**config.mk**
```make
export PLATFORM = sky130hd
export DESIGN_NAME = best_fit_block_allocator_core
export DESIGN_NICKNAME = d
export VERILOG_FILES = /design/src/bfba_pkg.sv /design/src/bfba_cell.sv /design/src/best_fit_block_allocator_core.sv
export SDC_FILE = /design/constraint.sdc
export NUM_CORES = 2
export LEC_CHECK = 0
export BUFFER_PORTS_ARGS = -buffer_cell sky130_fd_sc_hd__buf_2
export CAP_MARGIN = 20
export CORE_MARGIN = 2
export CORE_UTILIZATION = 44
export DETAILED_ROUTE_END_ITERATION = 10
export GPL_ROUTABILITY_DRIVEN = 0
export PLACE_DENSITY = 0.57
export SLEW_MARGIN = 5
export SYNTH_ARGS = -nofsm -noshare
export SYNTH_HDL_FRONTEND = slang
export SYNTH_HIERARCHICAL = 1
export SYNTH_SLANG_ARGS = --single-unit
export TNS_END_PERCENT = 50
```
**constraint.sdc**
```tcl
create_clock -name clk -period 4.3 [get_ports clk]
set_clock_uncertainty 0.1 [all_clocks]
set_input_delay 0.43 -clock clk [delete_from_list [all_inputs] [get_ports clk]]
set_output_delay 0.43 -clock clk [all_outputs]
set_load 0.01 [all_outputs]
```
**src/bfba_pkg.sv**
```systemverilog
package bfba_pkg;

  localparam logic FUNC_LOAD    = 1'b0;
  localparam logic FUNC_REQUEST = 1'b1;

  typedef struct packed {
    logic        func;
    logic [4:0]  block_index;
    logic [15:0] size_value;
  } in_word_t;

  typedef struct packed {
    logic        granted;
    logic [4:0]  chosen_block;
    logic [15:0] fragment_left;
  } out_word_t;

  typedef struct packed {
    logic load_en;
    logic alloc_en;
  } cell_ctrl_t;

  typedef struct packed {
    logic valid;
    logic found;
  } tok_flags_t;

  typedef enum logic {
    ST_IDLE,
    ST_SCAN
  } bfba_state_t;

endpackage

```
**src/bfba_cell.sv**
```systemverilog
module bfba_cell #(
  parameter int CELL_IDX   = 0,
  parameter int IDX_W      = 5,
  parameter int SIZE_WIDTH = 16
) (
  input  logic                   clk,
  input  logic                   rst_n,
  input  bfba_pkg::cell_ctrl_t   ctrl,
  input  logic [IDX_W-1:0]       sel_idx,
  input  logic [SIZE_WIDTH-1:0]  wr_size,
  input  logic [SIZE_WIDTH-1:0]  req_size,
  input  logic [5:0]             active,
  input  bfba_pkg::tok_flags_t   tok_flags_in,
  input  logic [IDX_W-1:0]       tok_idx_in,
  input  logic [SIZE_WIDTH-1:0]  tok_size_in,
  output bfba_pkg::tok_flags_t   tok_flags_out,
  output logic [IDX_W-1:0]       tok_idx_out,
  output logic [SIZE_WIDTH-1:0]  tok_size_out
);
  import bfba_pkg::*;

  localparam logic [IDX_W-1:0] MY_IDX = IDX_W'(CELL_IDX);

  logic [SIZE_WIDTH-1:0] size_r;
  logic                  used_r;
  tok_flags_t            tok_flags_r;
  logic [IDX_W-1:0]      tok_idx_r;
  logic [SIZE_WIDTH-1:0] tok_size_r;

  logic                  is_active;
  logic                  hit;
  logic                  selected;
  tok_flags_t            tok_flags_nxt;
  logic [IDX_W-1:0]      tok_idx_nxt;
  logic [SIZE_WIDTH-1:0] tok_size_nxt;

  always_comb begin
    is_active = 32'(active) > 32'(CELL_IDX);
    selected  = sel_idx == MY_IDX;
    hit = tok_flags_in.valid && is_active && !used_r && (size_r >= req_size) &&
          (!tok_flags_in.found || (size_r < tok_size_in));
    tok_flags_nxt.valid = tok_flags_in.valid;
    tok_flags_nxt.found = tok_flags_in.found || hit;
    tok_idx_nxt         = hit ? MY_IDX : tok_idx_in;
    tok_size_nxt        = hit ? size_r : tok_size_in;
  end

  always_ff @(posedge clk) begin
    if (!rst_n) begin
      used_r      <= 1'b0;
      tok_flags_r <= '0;
    end else begin
      tok_flags_r <= tok_flags_nxt;
      if (ctrl.load_en && selected) begin
        used_r <= 1'b0;
      end else if (ctrl.alloc_en && selected) begin
        used_r <= 1'b1;
      end
    end
  end

  always_ff @(posedge clk) begin
    tok_idx_r  <= tok_idx_nxt;
    tok_size_r <= tok_size_nxt;
    if (ctrl.load_en && selected) begin
      size_r <= wr_size;
    end
  end

  assign tok_flags_out = tok_flags_r;
  assign tok_idx_out   = tok_idx_r;
  assign tok_size_out  = tok_size_r;

endmodule

```
**src/best_fit_block_allocator_core.sv**
```systemverilog
// Channel   Ports                          Handshake
// input     start, busy, in_word           taken when start is high and busy is low
// result    out_valid, out_word            shown for one cycle, cannot be stalled
// config    cfg_valid, cfg_ready, cfg_data written when cfg_valid and cfg_ready are high
//
// A load word writes its cell at once and is acknowledged on the next cycle.
// A request word sends a search token down the row of MAX_BLOCKS cells, one cell per
// cycle, and its result is registered once the token has left the last cell.
// Busy is high while the token travels; a new word may be started in the cycle the
// result is shown. Reset is synchronous and active low and frees every block.
// A configuration write waits while busy or start is high.
module best_fit_block_allocator_core #(
  parameter int MAX_BLOCKS = 32,
  parameter int SIZE_WIDTH = 16
) (
  input  logic                clk,
  input  logic                rst_n,
  input  logic                start,
  output logic                busy,
  input  bfba_pkg::in_word_t  in_word,
  output logic                out_valid,
  output bfba_pkg::out_word_t out_word,
  input  logic                cfg_valid,
  output logic                cfg_ready,
  input  logic [5:0]          cfg_data
);
  import bfba_pkg::*;

  localparam int IDX_W = $clog2(MAX_BLOCKS);

  bfba_state_t           state_r, state_nxt;
  logic [5:0]            active_r;
  logic [SIZE_WIDTH-1:0] req_r, req_nxt;
  logic                  out_valid_r, out_valid_nxt;
  out_word_t             out_word_r, out_word_nxt;

  logic                  accept;
  logic [SIZE_WIDTH-1:0] in_size;
  logic [SIZE_WIDTH-1:0] req_bus;
  logic [IDX_W-1:0]      sel_idx;
  cell_ctrl_t            ctrl;

  tok_flags_t            tok_flags [MAX_BLOCKS+1];
  logic [IDX_W-1:0]      tok_idx   [MAX_BLOCKS+1];
  logic [SIZE_WIDTH-1:0] tok_size  [MAX_BLOCKS+1];
  logic [MAX_BLOCKS-1:0] tok_valid_vec;

  assign busy      = state_r != ST_IDLE;
  assign cfg_ready = !busy && !start;
  assign accept    = start && !busy;
  assign in_size   = SIZE_WIDTH'(in_word.size_value);
  assign req_bus   = busy ? req_r : in_size;

  assign tok_flags[0].valid = accept && (in_word.func == FUNC_REQUEST);
  assign tok_flags[0].found = 1'b0;
  assign tok_idx[0]         = '0;
  assign tok_size[0]        = '0;

  for (genvar k = 0; k < MAX_BLOCKS; k++) begin : g_cell
    bfba_cell #(
      .CELL_IDX   (k),
      .IDX_W      (IDX_W),
      .SIZE_WIDTH (SIZE_WIDTH)
    ) u_cell (
      .clk           (clk),
      .rst_n         (rst_n),
      .ctrl          (ctrl),
      .sel_idx       (sel_idx),
      .wr_size       (in_size),
      .req_size      (req_bus),
      .active        (active_r),
      .tok_flags_in  (tok_flags[k]),
      .tok_idx_in    (tok_idx[k]),
      .tok_size_in   (tok_size[k]),
      .tok_flags_out (tok_flags[k+1]),
      .tok_idx_out   (tok_idx[k+1]),
      .tok_size_out  (tok_size[k+1])
    );
    assign tok_valid_vec[k] = tok_flags[k+1].valid;
  end

  always_ff @(posedge clk) begin
    if (!rst_n) begin
      state_r     <= ST_IDLE;
      out_valid_r <= 1'b0;
      active_r    <= '0;
    end else begin
      state_r     <= state_nxt;
      out_valid_r <= out_valid_nxt;
      if (cfg_valid && cfg_ready) begin
        active_r <= cfg_data;
      end
    end
  end

  always_ff @(posedge clk) begin
    req_r      <= req_nxt;
    out_word_r <= out_word_nxt;
  end

  always_comb begin
    state_nxt     = state_r;
    req_nxt       = req_r;
    out_valid_nxt = 1'b0;
    out_word_nxt  = out_word_r;
    ctrl          = '0;
    sel_idx       = IDX_W'(in_word.block_index);
    unique case (state_r)
      ST_IDLE: begin
        if (accept) begin
          if (in_word.func == FUNC_LOAD) begin
            ctrl.load_en  = 32'(in_word.block_index) < MAX_BLOCKS;
            out_valid_nxt = 1'b1;
            out_word_nxt  = '{granted: 1'b1, chosen_block: '0, fragment_left: '0};
          end else begin
            req_nxt   = in_size;
            state_nxt = ST_SCAN;
          end
        end
      end
      ST_SCAN: begin
        sel_idx = tok_idx[MAX_BLOCKS];
        if (tok_flags[MAX_BLOCKS].valid) begin
          ctrl.alloc_en = tok_flags[MAX_BLOCKS].found;
          out_valid_nxt = 1'b1;
          state_nxt     = ST_IDLE;
          if (tok_flags[MAX_BLOCKS].found) begin
            out_word_nxt.granted       = 1'b1;
            out_word_nxt.chosen_block  = 5'(tok_idx[MAX_BLOCKS]);
            out_word_nxt.fragment_left = 16'(tok_size[MAX_BLOCKS] - req_r);
          end else begin
            out_word_nxt = '0;
          end
        end
      end
      default: begin
        state_nxt = ST_IDLE;
      end
    endcase
  end

  assign out_valid = out_valid_r;
  assign out_word  = out_word_r;

  a_out_has_cause: assert property (@(posedge clk) disable iff (!rst_n)
    out_valid |-> ($past(state_r) == ST_SCAN) ||
                  $past(start && !busy && in_word.func == FUNC_LOAD))
    else $error("result strobe without a finished scan or load");

  a_one_token: assert property (@(posedge clk) disable iff (!rst_n)
    $countones(tok_valid_vec) == ((state_r == ST_SCAN) ? 1 : 0))
    else $error("search token count does not match scan state");

  a_refusal_zero: assert property (@(posedge clk) disable iff (!rst_n)
    (out_valid && !out_word.granted) |-> (out_word.chosen_block == 5'd0) &&
                                         (out_word.fragment_left == 16'd0))
    else $error("refused request carries nonzero fields");

endmodule

```
==> impl_results.md <==
* Status: finished clean
* GRT Overall Usage at between 20% and 30%
* R2r setup slk at 0.54 ns
* Asr flop ratio synth at 0%
* Yosys warnings at 6
* End of the worst hold path: g_cell[4].u_cell/size_r[9]$_DFFE_PP_
* Port buffer count at 56
* Crit Reg-Reg Startpoint: busy$_SDFF_PN0_
* Slew HR at approximately 27%
* Avg Cell Area, Syn at approximately 12 um^2
* Worst R2R End: g_cell[5].u_cell/tok_size_out[10]$_DFF_P_
* Hold path startpoint: in_word[9]
* Most used cell, CP: buf_12
* Fin. max-slew vios at 0
* Unrepaired setup endpoints after global routing: no
* Main synth FF type: dfxtp_1
* Post-route DRC at 0
* Post-layout instance area at 79390 um^2
* Synth Area in Compound Gates at between 10% and 20%
* Clock Path Buffers at 3
* Fraction of layout cells with a size suffix above 1 at between 10% and 20%
* Final net count at ~7500
* Hold WC Path Type: primary input to register
* Sequential share of the synthesized area at a little under half
* Die Wd at a little over 400 um
* Worst Setup SP: busy$_SDFF_PN0_
* Non-Filler Instances at about 8600
* Die height at ~400 um
* Routed length on met2 at 90.10 mm
* Critical path's largest stage delay at approximately 0.46 ns
* M1 WL at around 90 mm
* DP Cell Count at roughly 8300
* Max VDD drop at 409.2 uV
* Final HPWL DP at between 100 and 150 mm
* Routed Antenna Nets at 0
* CTS sink count at about 1300
* Synthesized cell area at approximately 70000 um^2
* Setup_tns at 0 ns
* Pleak at ~0.038 uW
* Initial antenna violation count at 23
* Row count at ~150
* CP arrival at 4.34 ns
* Worst setup EP type: register
* Fill cells at ~14000
* Via/cell ratio at 5.344
* CP Max Fanout at 22
* CP Launch Type: register
* Initial Util at roughly 44%
* Area after DPL at between 70000 and 80000 um^2
* Most frequent cells in the layout: inv_1, ha_1, dfxtp_1
* Layout overhead on the synthesized area at 12.61%
* Vias in the first global route at 46160
* Num CTS Buffers at 150
* Worst-margin pin slew at 1.096 ns
* XOR/XNOR Fraction of Synth Area at 0.03727%
* Number of flops mapped to enable cells by yosys at 550
* Uppermost layer routed: met5
* Final setup viols at 0
* Tmin final at 3.764 ns
* R2R cell count at 11
* Hold Vio Cnt, Final at 0
* Ports at 57
* Post-Synth Adder-Cell Area at 17.90%
* First drt pass iteration count at 5
* Library cells used by synthesis at 87
* Most common cell after layout, fill and taps aside: inv_1
* Cell Pwr Density at 388.7 nW/um^2
* Pin count of the biggest net entering global routing at 52
* CTS clk-pin slew, worst paths at 0.06 ns
* Yosys reg bits at 1326
* Iteration-0 DRC Markers at about 3400
* Largest family of logic cells by synthesized area: adder cells
* WL final at between 150 and 200 mm
* Hold path cells at 2
* Mapped Cells at 6094
* Total Power at between 30000 and 40000 uW
* Proportion of synthesized area in mux cells at 11.15%
* H-tree depth at 4
* Global-route wire length before repair at slightly below 300 mm
* CP Data Required Time at 4.88 ns
* Fmax achieved at 265.7 MHz
* Core Region at between 150000 and 200000 um^2
* Insertion delay to the later sink of the worst-skew pair at roughly 0.80 ns
* Vias at approximately 46000
* Setup CP Type: register to register
* CTS tree: built
* Critical Path, Cell by Cell: buf_12 -> mux2_2 -> buf_4 -> ha_1 -> nand2b_1 -> a211oi_1 -> o211ai_1 -> a2111o_1 -> nand3_2 -> buf_12 -> mux2_4
* WL/cell at approximately 23 um
* Root Driver: clkbuf_16
* Die area at about 160000 um^2
* Simple-gate share of the synthesized area at under 10%
* Max Cap Viol at 0
* Met3 routed WL at between 10 and 15 mm
* Slowest cell on crit path: a2111o_1
* GR Overflow Total at 0
* Period utilisation layout at 87.53%
-- routing by layer --
metal  global-route usage (%)  up-vias
li1                         -    22210
met1                    32.71    22330
met2                    39.05     1183
met3                    3.565      339
met4                    8.674        4
met5                        0        -
-- critical path: cells and delay by family, from the launching register on --
family                   cells  cell delay [ns]
AO/OA/AOI/OAI                3             0.98
multiplexers                 2             0.75
buffers and inverters        3             0.65
AND/OR/NAND/NOR              2             0.45
flip-flops                   1             0.37
adder cells (fa/ha/maj)      1             0.30
-- cells by family after synthesis --
| family | Yosys count |
|---|---|
| buffers and inverters | 1159 |
| other | 1 |
| AOI/OAI and AO/OA | 1020 |
| muxes | 544 |
| adders and majority gates | 1008 |
| xor gates and xnor gates | 3 |
| DFF | 1326 |
| and+or+nand+nor | 1033 |
-- flip-flops by register name (all words and copies together) (netlist names) --
signal / count
g_cell.u_cell/tok_idx_out: 160
out_word: 22
g_cell.u_cell/tok_flags_out: 64
g_cell.u_cell/size_r: 512
req_r: 16
out_valid: 1
g_cell.u_cell/tok_size_out: 512
active_r: 6
busy: 1
g_cell.u_cell/used_r: 32
-- synthesized netlist by cell type (all sizes together) (6+ instances only) --
| library cell | number | area share, % |
|---|---|---|
| inv | 1087 | 5.8 |
| ha | 1007 | 18 |
| dfxtp | 776 | 22 |
| edfxtp | 550 | 23 |
| mux2 | 533 | 11 |
| a21oi | 386 | 2.8 |
| o21ai | 217 | 1.5 |
| nand2 | 197 | 1.0 |
| and2 | 164 | 1.5 |
| nand2b | 142 | 1.3 |
| nand4 | 120 | 1.1 |
| nand3 | 115 | 0.89 |
| nor2 | 76 | 0.40 |
| a21o | 69 | 0.73 |
| buf | 69 | 1.1 |
| a2111oi | 60 | 1.1 |
| nor3b | 59 | 0.64 |
| and4 | 54 | 0.67 |
| a21boi | 48 | 0.51 |
| o211ai | 29 | 0.46 |
| nor2b | 27 | 0.25 |
| o31a | 26 | 0.34 |
| a311oi | 25 | 0.31 |
| a31o | 25 | 0.31 |
| o41ai | 23 | 0.53 |
| a211o | 22 | 0.27 |
| a211oi | 21 | 0.22 |
| nor3 | 19 | 0.14 |
| and3 | 17 | 0.16 |
| o21a | 17 | 0.18 |
| a31oi | 13 | 0.12 |
| nor4 | 13 | 0.12 |
| mux2i | 11 | 0.16 |
| a2111o | 9 | 0.14 |
| nand4b | 9 | 0.11 |
| a2bb2oi | 7 | 0.14 |
| a221o | 6 | 0.085 |
| o221a | 6 | 0.096 |
-- area by class of cell --
cell class	count	area [um^2]	area share [%]
inverter	1087	4080	5.139
tap	2072	2592	3.266
timing repair buffer	206	1782	2.244
sequential	1326	32050	40.37
clock inverter	62	730.7	0.9204
clock buffer	217	4407	5.551
antenna	3	7.507	0.009456
multi-input combinational	3648	33740	42.50
-- through the flow --
stage          worst slack, ns  utilization [%]  hold WS [ns]
2_1_floorplan           0.7351                -        0.2855
4_1_cts                 0.5790            50.01       0.03438
3_3_place_gp            0.6364            46.71        0.2933
6_report                0.5361            50.01       0.09800
5_1_grt                 0.3684            50.01       0.05886
3_5_place_dp            0.6122            46.73        0.2926
-- report_power, final --
| group | switching (uW) | internal [uW] |
|---|---|---|
| registers | 399 | 13700 |
| clock network | 5320 | 7930 |
| logic | 2010 | 1540 |
| total | 7730 | 23100 |
-- worst max path at each step --
stage,end
after floorplan,g_cell[0].u_cell/tok_size_out[1]$_DFF_P_
after global placement,g_cell[5].u_cell/tok_size_out[9]$_DFF_P_
after detailed placement,g_cell[5].u_cell/tok_size_out[9]$_DFF_P_
after CTS,g_cell[5].u_cell/tok_size_out[10]$_DFF_P_
after global routing,g_cell[0].u_cell/tok_size_out[1]$_DFF_P_
final,g_cell[5].u_cell/tok_size_out[10]$_DFF_P_
-- what timing repair did --
| item | in CTS | in global routing |
|---|---|---|
| endpoints found under the hold margin | 6 | 0 |
| gates resized for setup | 0 | 0 |
| hold buffers | 6 | 0 |
| setup endpoints to repair | 0 | 0 |
| buffers inserted | 0 | 0 |
Power figures use the tool's default switching activity.
